===== src/hw/rtl/vsc_pkg.sv =====
// ----------------------------------------------------------------------------
// vsc_pkg
// Shared types, constants and character class helpers for the version
// string comparator.
// ----------------------------------------------------------------------------
`default_nettype none

package vsc_pkg;

    localparam int MAX_LEN = 64;
    localparam int ADDR_W  = $clog2(MAX_LEN);
    localparam int CNT_W   = $clog2(MAX_LEN + 1);

    localparam logic [7:0] CHAR_TILDE = 8'h7E;
    localparam logic [7:0] CHAR_ZERO  = 8'h30;
    localparam logic [7:0] CHAR_NINE  = 8'h39;
    localparam logic [7:0] CHAR_UA    = 8'h41;
    localparam logic [7:0] CHAR_UZ    = 8'h5A;
    localparam logic [7:0] CHAR_LA    = 8'h61;
    localparam logic [7:0] CHAR_LZ    = 8'h7A;

    localparam logic signed [1:0] ORDER_GT = 2'sb01;
    localparam logic signed [1:0] ORDER_EQ = 2'sb00;
    localparam logic signed [1:0] ORDER_LT = 2'sb11;

    typedef struct packed {
        logic [7:0] a_char;
        logic [7:0] b_char;
        logic       last;
    } item_t;

    typedef struct packed {
        logic signed [1:0] order;
        logic              too_long;
    } result_t;

    function automatic logic is_digit(input logic [7:0] c);
        is_digit = (c >= CHAR_ZERO) && (c <= CHAR_NINE);
    endfunction

    function automatic logic is_alpha(input logic [7:0] c);
        is_alpha = ((c >= CHAR_LA) && (c <= CHAR_LZ)) || ((c >= CHAR_UA) && (c <= CHAR_UZ));
    endfunction

    function automatic logic is_alnum(input logic [7:0] c);
        is_alnum = is_digit(c) || is_alpha(c);
    endfunction

endpackage

`default_nettype wire


===== src/hw/rtl/version_string_compare_top.sv =====
// ----------------------------------------------------------------------------
// version_string_compare_top
// Loads two version strings one byte position per transaction, then walks
// both buffers segment by segment and returns a three-way order.
//
//   channel  dir  handshake                      payload
//   item     in   item_valid / item_stall        a_char, b_char, last
//   result   out  result_valid / result_stall    order, too_long
//
// loading accepts one position per cycle; after last, item_stall stays high
// through the walk and the result stage; each pointer step has a read phase
// and a decision phase (one registered read port per buffer)
// an overflowed pair skips the walk and goes straight to the result stage
// reset clears the sequencer and load counters; buffers are not cleared
// a pending result may wait under result_stall while the next pair loads
// ----------------------------------------------------------------------------
`default_nettype none

module version_string_compare_top (
    input  wire logic            clk,
    input  wire logic            rst_n,
    input  wire logic            item_valid,
    output logic                 item_stall,
    input  wire vsc_pkg::item_t  item,
    output logic                 result_valid,
    input  wire logic            result_stall,
    output vsc_pkg::result_t     result
);

    localparam logic [2:0] S_LOAD = 3'd0;
    localparam logic [2:0] S_SKIP = 3'd1;
    localparam logic [2:0] S_SCAN = 3'd2;
    localparam logic [2:0] S_ZERO = 3'd3;
    localparam logic [2:0] S_CMP  = 3'd4;
    localparam logic [2:0] S_RES  = 3'd5;

    localparam logic [vsc_pkg::CNT_W-1:0] LEN_MAX = vsc_pkg::CNT_W'(vsc_pkg::MAX_LEN);
    localparam logic [vsc_pkg::CNT_W-1:0] ONE     = vsc_pkg::CNT_W'(1);

    logic [7:0] mem_a [vsc_pkg::MAX_LEN];
    logic [7:0] mem_b [vsc_pkg::MAX_LEN];
    logic [7:0] rd_a_reg;
    logic [7:0] rd_b_reg;

    logic [2:0]                state_reg, state_next;
    logic                      phase_reg, phase_next;
    logic [vsc_pkg::CNT_W-1:0] pos_reg, pos_next;
    logic [vsc_pkg::CNT_W-1:0] a_len_reg, a_len_next;
    logic [vsc_pkg::CNT_W-1:0] b_len_reg, b_len_next;
    logic                      a_done_reg, a_done_next;
    logic                      b_done_reg, b_done_next;
    logic                      ovf_reg, ovf_next;
    logic [vsc_pkg::CNT_W-1:0] la_reg, la_next;
    logic [vsc_pkg::CNT_W-1:0] lb_reg, lb_next;
    logic [vsc_pkg::CNT_W-1:0] i_reg, i_next;
    logic [vsc_pkg::CNT_W-1:0] j_reg, j_next;
    logic [vsc_pkg::CNT_W-1:0] si_reg, si_next;
    logic [vsc_pkg::CNT_W-1:0] sj_reg, sj_next;
    logic                      numeric_reg, numeric_next;
    logic signed [1:0]         order_reg, order_next;
    logic                      long_reg, long_next;
    logic                      res_valid_reg, res_valid_next;
    vsc_pkg::result_t          res_data_reg, res_data_next;

    logic                      item_acc;
    logic                      pos_full;
    logic                      res_free;
    logic [vsc_pkg::ADDR_W-1:0] addr_a;
    logic [vsc_pkg::ADDR_W-1:0] addr_b;
    logic [vsc_pkg::CNT_W-1:0] a_len_upd;
    logic [vsc_pkg::CNT_W-1:0] b_len_upd;
    logic                      ovf_upd;
    logic                      a_in, b_in;
    logic                      a_sep, b_sep;
    logic [7:0]                ca, cb;
    logic                      a_more, b_more;
    logic                      a_z, b_z;
    logic [vsc_pkg::CNT_W-1:0] seg_a, seg_b;

    assign item_stall   = (state_reg != S_LOAD);
    assign item_acc     = item_valid && !item_stall;
    assign pos_full     = (pos_reg == LEN_MAX);
    assign res_free     = !res_valid_reg || !result_stall;
    assign result_valid = res_valid_reg;
    assign result       = res_data_reg;

    assign addr_a = (state_reg == S_SCAN) ? si_reg[vsc_pkg::ADDR_W-1:0]
                                          : i_reg[vsc_pkg::ADDR_W-1:0];
    assign addr_b = (state_reg == S_SCAN) ? sj_reg[vsc_pkg::ADDR_W-1:0]
                                          : j_reg[vsc_pkg::ADDR_W-1:0];

    // buffers: one write port for loading, one registered read port each
    always_ff @(posedge clk)
    begin
        if (item_acc && !pos_full)
        begin
            mem_a[pos_reg[vsc_pkg::ADDR_W-1:0]] <= item.a_char;
            mem_b[pos_reg[vsc_pkg::ADDR_W-1:0]] <= item.b_char;
        end
        rd_a_reg <= mem_a[addr_a];
        rd_b_reg <= mem_b[addr_b];
    end

    always_comb
    begin
        a_len_upd = a_len_reg;
        b_len_upd = b_len_reg;
        if (!pos_full && !a_done_reg && (item.a_char != 8'd0))
        begin
            a_len_upd = a_len_reg + ONE;
        end
        if (!pos_full && !b_done_reg && (item.b_char != 8'd0))
        begin
            b_len_upd = b_len_reg + ONE;
        end
        ovf_upd = ovf_reg || (pos_full && ((item.a_char != 8'd0) || (item.b_char != 8'd0)));

        a_in   = (i_reg < la_reg);
        b_in   = (j_reg < lb_reg);
        a_sep  = a_in && !vsc_pkg::is_alnum(rd_a_reg) && (rd_a_reg != vsc_pkg::CHAR_TILDE);
        b_sep  = b_in && !vsc_pkg::is_alnum(rd_b_reg) && (rd_b_reg != vsc_pkg::CHAR_TILDE);
        ca     = a_in ? rd_a_reg : 8'd0;
        cb     = b_in ? rd_b_reg : 8'd0;
        a_more = (si_reg < la_reg) && (numeric_reg ? vsc_pkg::is_digit(rd_a_reg)
                                                   : vsc_pkg::is_alpha(rd_a_reg));
        b_more = (sj_reg < lb_reg) && (numeric_reg ? vsc_pkg::is_digit(rd_b_reg)
                                                   : vsc_pkg::is_alpha(rd_b_reg));
        a_z    = (i_reg < si_reg) && (rd_a_reg == vsc_pkg::CHAR_ZERO);
        b_z    = (j_reg < sj_reg) && (rd_b_reg == vsc_pkg::CHAR_ZERO);
        seg_a  = si_reg - i_reg;
        seg_b  = sj_reg - j_reg;
    end

    always_comb
    begin
        state_next     = state_reg;
        phase_next     = phase_reg;
        pos_next       = pos_reg;
        a_len_next     = a_len_reg;
        b_len_next     = b_len_reg;
        a_done_next    = a_done_reg;
        b_done_next    = b_done_reg;
        ovf_next       = ovf_reg;
        la_next        = la_reg;
        lb_next        = lb_reg;
        i_next         = i_reg;
        j_next         = j_reg;
        si_next        = si_reg;
        sj_next        = sj_reg;
        numeric_next   = numeric_reg;
        order_next     = order_reg;
        long_next      = long_reg;
        res_valid_next = res_valid_reg && result_stall;
        res_data_next  = res_data_reg;

        case (state_reg)
            S_LOAD:
            begin
                if (item_acc)
                begin
                    a_len_next = a_len_upd;
                    b_len_next = b_len_upd;
                    ovf_next   = ovf_upd;
                    if (!pos_full)
                    begin
                        pos_next = pos_reg + ONE;
                        if (item.a_char == 8'd0)
                        begin
                            a_done_next = 1'b1;
                        end
                        if (item.b_char == 8'd0)
                        begin
                            b_done_next = 1'b1;
                        end
                    end
                    if (item.last)
                    begin
                        la_next     = a_len_upd;
                        lb_next     = b_len_upd;
                        long_next   = ovf_upd;
                        order_next  = vsc_pkg::ORDER_EQ;
                        i_next      = '0;
                        j_next      = '0;
                        si_next     = '0;
                        sj_next     = '0;
                        phase_next  = 1'b0;
                        pos_next    = '0;
                        a_len_next  = '0;
                        b_len_next  = '0;
                        a_done_next = 1'b0;
                        b_done_next = 1'b0;
                        ovf_next    = 1'b0;
                        state_next  = ovf_upd ? S_RES : S_SKIP;
                    end
                end
            end

            S_SKIP:
            begin
                phase_next = !phase_reg;
                if (phase_reg)
                begin
                    if (a_sep || b_sep)
                    begin
                        if (a_sep)
                        begin
                            i_next = i_reg + ONE;
                        end
                        if (b_sep)
                        begin
                            j_next = j_reg + ONE;
                        end
                    end
                    else if ((ca == vsc_pkg::CHAR_TILDE) || (cb == vsc_pkg::CHAR_TILDE))
                    begin
                        if (ca != vsc_pkg::CHAR_TILDE)
                        begin
                            order_next = vsc_pkg::ORDER_GT;
                            state_next = S_RES;
                        end
                        else if (cb != vsc_pkg::CHAR_TILDE)
                        begin
                            order_next = vsc_pkg::ORDER_LT;
                            state_next = S_RES;
                        end
                        else
                        begin
                            i_next = i_reg + ONE;
                            j_next = j_reg + ONE;
                        end
                    end
                    else if (!a_in || !b_in)
                    begin
                        if (!a_in && !b_in)
                        begin
                            order_next = vsc_pkg::ORDER_EQ;
                        end
                        else if (!a_in)
                        begin
                            order_next = vsc_pkg::ORDER_LT;
                        end
                        else
                        begin
                            order_next = vsc_pkg::ORDER_GT;
                        end
                        state_next = S_RES;
                    end
                    else
                    begin
                        numeric_next = vsc_pkg::is_digit(ca);
                        si_next      = i_reg;
                        sj_next      = j_reg;
                        state_next   = S_SCAN;
                    end
                end
            end

            S_SCAN:
            begin
                phase_next = !phase_reg;
                if (phase_reg)
                begin
                    if (a_more || b_more)
                    begin
                        if (a_more)
                        begin
                            si_next = si_reg + ONE;
                        end
                        if (b_more)
                        begin
                            sj_next = sj_reg + ONE;
                        end
                    end
                    else if (sj_reg == j_reg)
                    begin
                        order_next = numeric_reg ? vsc_pkg::ORDER_LT : vsc_pkg::ORDER_GT;
                        state_next = S_RES;
                    end
                    else
                    begin
                        state_next = numeric_reg ? S_ZERO : S_CMP;
                    end
                end
            end

            S_ZERO:
            begin
                phase_next = !phase_reg;
                if (phase_reg)
                begin
                    if (a_z || b_z)
                    begin
                        if (a_z)
                        begin
                            i_next = i_reg + ONE;
                        end
                        if (b_z)
                        begin
                            j_next = j_reg + ONE;
                        end
                    end
                    else if (seg_a > seg_b)
                    begin
                        order_next = vsc_pkg::ORDER_GT;
                        state_next = S_RES;
                    end
                    else if (seg_b > seg_a)
                    begin
                        order_next = vsc_pkg::ORDER_LT;
                        state_next = S_RES;
                    end
                    else
                    begin
                        state_next = S_CMP;
                    end
                end
            end

            S_CMP:
            begin
                phase_next = !phase_reg;
                if (phase_reg)
                begin
                    if ((i_reg < si_reg) && (j_reg < sj_reg))
                    begin
                        if (rd_a_reg != rd_b_reg)
                        begin
                            order_next = (rd_a_reg > rd_b_reg) ? vsc_pkg::ORDER_GT
                                                               : vsc_pkg::ORDER_LT;
                            state_next = S_RES;
                        end
                        else
                        begin
                            i_next = i_reg + ONE;
                            j_next = j_reg + ONE;
                        end
                    end
                    else if (i_reg < si_reg)
                    begin
                        order_next = vsc_pkg::ORDER_GT;
                        state_next = S_RES;
                    end
                    else if (j_reg < sj_reg)
                    begin
                        order_next = vsc_pkg::ORDER_LT;
                        state_next = S_RES;
                    end
                    else
                    begin
                        i_next     = si_reg;
                        j_next     = sj_reg;
                        state_next = S_SKIP;
                    end
                end
            end

            S_RES:
            begin
                phase_next = 1'b0;
                if (res_free)
                begin
                    res_valid_next         = 1'b1;
                    res_data_next.order    = long_reg ? vsc_pkg::ORDER_EQ : order_reg;
                    res_data_next.too_long = long_reg;
                    state_next             = S_LOAD;
                end
            end

            default:
            begin
                state_next = S_LOAD;
                phase_next = 1'b0;
            end
        endcase
    end

    always_ff @(posedge clk or negedge rst_n)
    begin
        if (!rst_n)
        begin
            state_reg     <= S_LOAD;
            phase_reg     <= 1'b0;
            pos_reg       <= '0;
            a_len_reg     <= '0;
            b_len_reg     <= '0;
            a_done_reg    <= 1'b0;
            b_done_reg    <= 1'b0;
            ovf_reg       <= 1'b0;
            la_reg        <= '0;
            lb_reg        <= '0;
            i_reg         <= '0;
            j_reg         <= '0;
            si_reg        <= '0;
            sj_reg        <= '0;
            res_valid_reg <= 1'b0;
        end
        else
        begin
            state_reg     <= state_next;
            phase_reg     <= phase_next;
            pos_reg       <= pos_next;
            a_len_reg     <= a_len_next;
            b_len_reg     <= b_len_next;
            a_done_reg    <= a_done_next;
            b_done_reg    <= b_done_next;
            ovf_reg       <= ovf_next;
            la_reg        <= la_next;
            lb_reg        <= lb_next;
            i_reg         <= i_next;
            j_reg         <= j_next;
            si_reg        <= si_next;
            sj_reg        <= sj_next;
            res_valid_reg <= res_valid_next;
        end
    end

    always_ff @(posedge clk)
    begin
        numeric_reg  <= numeric_next;
        order_reg    <= order_next;
        long_reg     <= long_next;
        res_data_reg <= res_data_next;
    end

    // a last transaction always hands control to the walk or the result stage
    assert property (@(posedge clk) disable iff (!rst_n)
        (item_acc && item.last) |=> item_stall)
        else $error("last transaction did not start a comparison");

    // walk pointers never pass the string lengths
    assert property (@(posedge clk) disable iff (!rst_n)
        (state_reg != S_LOAD) |-> ((i_reg <= la_reg) && (j_reg <= lb_reg)
                                   && (si_reg <= la_reg) && (sj_reg <= lb_reg)))
        else $error("walk pointer beyond string length");

    // pointers hold during the read cycle of a step
    assert property (@(posedge clk) disable iff (!rst_n)
        (!phase_reg && ((state_reg == S_SKIP) || (state_reg == S_SCAN)
                        || (state_reg == S_ZERO) || (state_reg == S_CMP)))
        |=> ($stable(i_reg) && $stable(j_reg) && $stable(si_reg) && $stable(sj_reg)))
        else $error("pointer moved before read data was ready");

    // an overflowed pair reports equal order
    assert property (@(posedge clk) disable iff (!rst_n)
        (result_valid && result.too_long) |-> (result.order == vsc_pkg::ORDER_EQ))
        else $error("overflow result with nonzero order");

    // the load position saturates at the buffer depth and bounds both string lengths
    assert property (@(posedge clk) disable iff (!rst_n)
        (pos_reg <= LEN_MAX) && (a_len_reg <= pos_reg) && (b_len_reg <= pos_reg))
        else $error("load counters out of range");

endmodule

`default_nettype wire


===== config.mk =====
export PLATFORM = sky130hd
export DESIGN_NAME = version_string_compare_top
export DESIGN_NICKNAME = d
export VERILOG_FILES = /design/src/hw/rtl/vsc_pkg.sv /design/src/hw/rtl/version_string_compare_top.sv
export SDC_FILE = /design/constraint.sdc
export NUM_CORES = 1
export LEC_CHECK = 0
export ABC_AREA = 1
export BUFFER_PORTS_ARGS = -buffer_cell sky130_fd_sc_hd__buf_2
export CORE_MARGIN = 4
export CORE_UTILIZATION = 35
export DETAILED_ROUTE_END_ITERATION = 8
export PLACE_DENSITY = 0.46
export SLEW_MARGIN = 20
export SYNTH_ARGS = -nofsm -noshare
export SYNTH_HDL_FRONTEND = slang
export SYNTH_SLANG_ARGS = --single-unit

===== constraint.sdc =====
create_clock -name clk -period 7.5 [get_ports clk]
set_clock_uncertainty 0.1 [all_clocks]
set_input_delay 0.375 -clock clk [delete_from_list [all_inputs] [get_ports clk]]
set_output_delay 0.375 -clock clk [all_outputs]
set_load 0.02 [all_outputs]

==> summary.md <==
| Metric | Value |
|---|---|
| RSZ-0062 raised after global routing | false |
| Number of setup buffers added after CTS | 0 |
| Clock buffer depth | 3 |
| Async SR Flop Fraction | 6.35% |
| Count leader, synth | nand3_1 |
| Seq/Total Area, Yosys | 64.0% |
| Mapped Cells | 4948 |
| Primary FF master, synth | edfxtp_1 |
| Total die area | 154000 um^2 |
| CP Launch Point | state_reg[2]$_DFFE_PN0P_ |
| Worst-Margin Slew | 1.10 ns |
| Hold Vio Cnt, Final | 0 |
| Final worst path period need | 4.68 ns |
| EDFF count, synth | 1031 |
| Worst hold start | item[15] |
| Metal3 WL | 8.12 mm |
| Min Hold Slack | 0.0886 ns |
| Synthesized Nets | 5032 |
| Setup TNS | 0 ns |
| WP data arrival | 5.28 ns |
| Post-route antenna net violation count | 0 |
| Pin count of the biggest net entering global routing | 129 |
| Int Power | 12.7 mW |
| Setup WS pre-CTS | 2.98 ns |
| Combinational Power Share | 36.0% |
| Final WS setup | 2.82 ns |
| Fmax achieved | 214 MHz |
| HPWL Detailed | 95.8 mm |
| Gpl congestion | 0.818 |
| FF+latch count, synth | 1118 |
| Reg power frac | 34.5% |
| CP top delay family | simple AND/OR/NAND/NOR gates |
| Vias in the first global route | 34900 |
| Max-slew headroom | 26.9% |
| Crit-path max FO | 93 |
| Yosys cell types | 44 |
| Slowest-stage cell, CP | nand2_4 |
| Final Instance Count excl. Fillers | 6970 |
| Max_cap viols | 0 |
| Clock power frac | 29.4% |
| Netlist Area Pre-Place | 51700 um^2 |
| Critical path endpoint category | flop |
| Inserted Diodes | 0 |
| P&R area growth vs syn | 13.0% |
| WS Path Type | flop to flop |
| CTS tree | built |
| Top cell type's share of synthesized area | 59.9% |
| Final Cycle Share | 62.4% |
| Peak supply drop | 0.217 mV |
| Most numerous cell on the critical path | nand3_1 |
| Critical path, cell by cell | inv_2 > nand3_4 > nand2_8 > nand2_4 > buf_12 > nand2_1 > nand3_1 > nand3_1 > nand3_1 > nand3_1 > nand3_1 > nand2_1 |
| Synth area leader | edfxtp_1 |
| Core outline area | 146000 um^2 |
| Leakage | 22.8 nW |
| Crit Reg-Reg Startpoint | state_reg[2]$_DFFE_PN0P_ |
| Slowest stage delay, CP | 0.70 ns |
| Post-CTS sizing | 0 |
| Port Buf Inserts | 25 |
| Wire length on met2 | 77.6 mm |
| CP Launch Type | flop |
| Final nets | 5031 |
| CTS Buf Count | 133 |
| WP buf/inv | 2 |
| R2R Setup Slk | 2.82 ns |
| Synth area leaders | edfxtp_1 60%, nand3_1 11%, nand2_1 7.3% |
| Final Cell Area | 58400 um^2 |
| H-Tree Depth | 4 |
| Max Slew Vio Count | 0 |
| IO Count | 26 |
| Width of the die | 392 um |
| Drt first pass iters | 5 |
| Mean Syn Cell Area | 10.4 um^2 |
| Routed wire length | 166 mm |
| Switching power | 8.43 mW |
| Starting Density | 35.3% |
| Height of the die | 392 um |
| HP Class | input pin to flop |
| Dpl cell area | 54100 um^2 |
| DRC | 0 |
| First-pass GRT wire length | 245 mm |
| Ys Warns | 0 |
| Finished Core Util | 39.9% |
| Insertion delay to the later sink of the worst-skew pair | 0.77 ns |
| Max layer used | met4 |
| Routed vias | 36400 |
| Switching share of power | 39.8% |
| Layout cells sized above 1 | 7.72% |
| Post-Route M1 WL | 75.8 mm |
| CP Data Required Time | 8.10 ns |
| Post-synth top cells | 1090 x nand3_1, 1031 x edfxtp_1, 999 x nand2_1 |
| Power Density | 363 nW/um^2 |
| Via/cell ratio | 5.22 |
| Status | finished clean |
| Tot Pwr | 21.2 mW |
| Worst-path clk slew | 0.06 ns |
| Overflow after GRT | 0 |
| Total GRT Usage | 21.4% |
| Drt wl/cell | 23.8 um |
| DR iter-0 viols | 3267 |
| Endpoints failing setup | 0 |
| Std cell rows | 140 |
| Clk sink count | 1118 |
| Initial antenna violation count | 3 |
| Cells after DPL | 6721 |
| Clock root buffer | clkbuf_16 |
[power groups by stage]
stage | sequential [mW] | combinational, mW | clock, mW
finish | 7.32 | 7.63 | 6.23
global route | 7.34 | 8.43 | 6.64
CTS | 7.31 | 7.70 | 6.37
detailed placement | 7.44 | 7.67 | 0
global placement | 7.44 | 7.64 | 0
floorplan | 7.31 | 5.04 | 0
[layout by cell type, fill, tap and decap left out, types with 5 or more instances in the layout]
| master | n |
|---|---|
| a21oi_1 | 42 |
| a21oi_2 | 10 |
| buf_12 | 10 |
| buf_2 | 23 |
| buf_4 | 109 |
| bufinv_16 | 5 |
| clkbuf_1 | 42 |
| clkbuf_16 | 135 |
| clkbuf_8 | 7 |
| clkinv_1 | 24 |
| clkinv_2 | 13 |
| clkinv_8 | 6 |
| dfrtp_1 | 71 |
| dfxtp_1 | 16 |
| dlygate4sd3_1 | 7 |
| edfxtp_1 | 1031 |
| ha_1 | 61 |
| inv_1 | 585 |
| inv_2 | 9 |
| nand2_1 | 997 |
| nand3_1 | 1090 |
| nand3b_1 | 385 |
| nand4_1 | 16 |
| nor2_1 | 147 |
| nor2_2 | 20 |
| nor3_1 | 9 |
| o21ai_0 | 52 |
| o21ai_1 | 6 |
| o21ai_4 | 8 |
| o22ai_1 | 12 |
| or2_1 | 11 |
| or2_2 | 10 |
| xor2_1 | 24 |
[worst paths after layout]
path,to,cells past startpoint
max reg2reg,rd_b_reg[5]$_DFF_P_,12
min,mem_a[1][6]$_DFFE_PP_,2
min reg2reg,la_reg[6]$_DFFE_PN0P_,2
max,rd_b_reg[5]$_DFF_P_,12
min in group asynchronous,state_reg[1]$_DFFE_PN0P_,4
max in group asynchronous,pos_reg[4]$_DFFE_PN0P_,4
[repair_timing]
item                                    CTS  global route
endpoints found under the setup margin    0             0
endpoints found under the hold margin    58             0
hold buffers                              8             0
[layer usage]
metal / global-route usage (%) / vias up
met5: 0 / -
met4: 6.10 / 0
met2: 34.6 / 1006
li1: - / 17000
met1: 30.4 / 18200
met3: 2.86 / 195
[cell families (layout without fill, tap and decap cells)]
| logic type | Yosys count | after routing | share of synthesized area, % |
|---|---|---|---|
| xor gates and xnor gates | 28 | 28 | 0.475 |
| DFF | 1118 | 1118 | 64.0 |
| buffers and inverters | 879 | 984 | 6.82 |
| AOI/OAI and AO/OA | 158 | 158 | 1.79 |
| and+or+nand+nor | 2702 | 2702 | 25.4 |
| adders and majority gates | 63 | 63 | 1.55 |
[worst register-to-register path: cells and delay by family, from the launching register on]
family / cells / cell delay, ns
buf+inv: 2 / 0.73
flops: 1 / 0.45
simple gates: 10 / 3.34
[layout make-up]
| cell class | instances | area, um^2 |
|---|---|---|
| clock buffers | 184 | 3630 |
| inverters | 594 | 2230 |
| well taps | 1917 | 2400 |
| multi-input cells | 2951 | 15300 |
| flip-flops and latches | 1118 | 33100 |
| clock inverters | 57 | 536 |
| repair buffers | 149 | 1200 |
| fillers | 14200 | 87900 |
(Power assumes the default switching activity.)
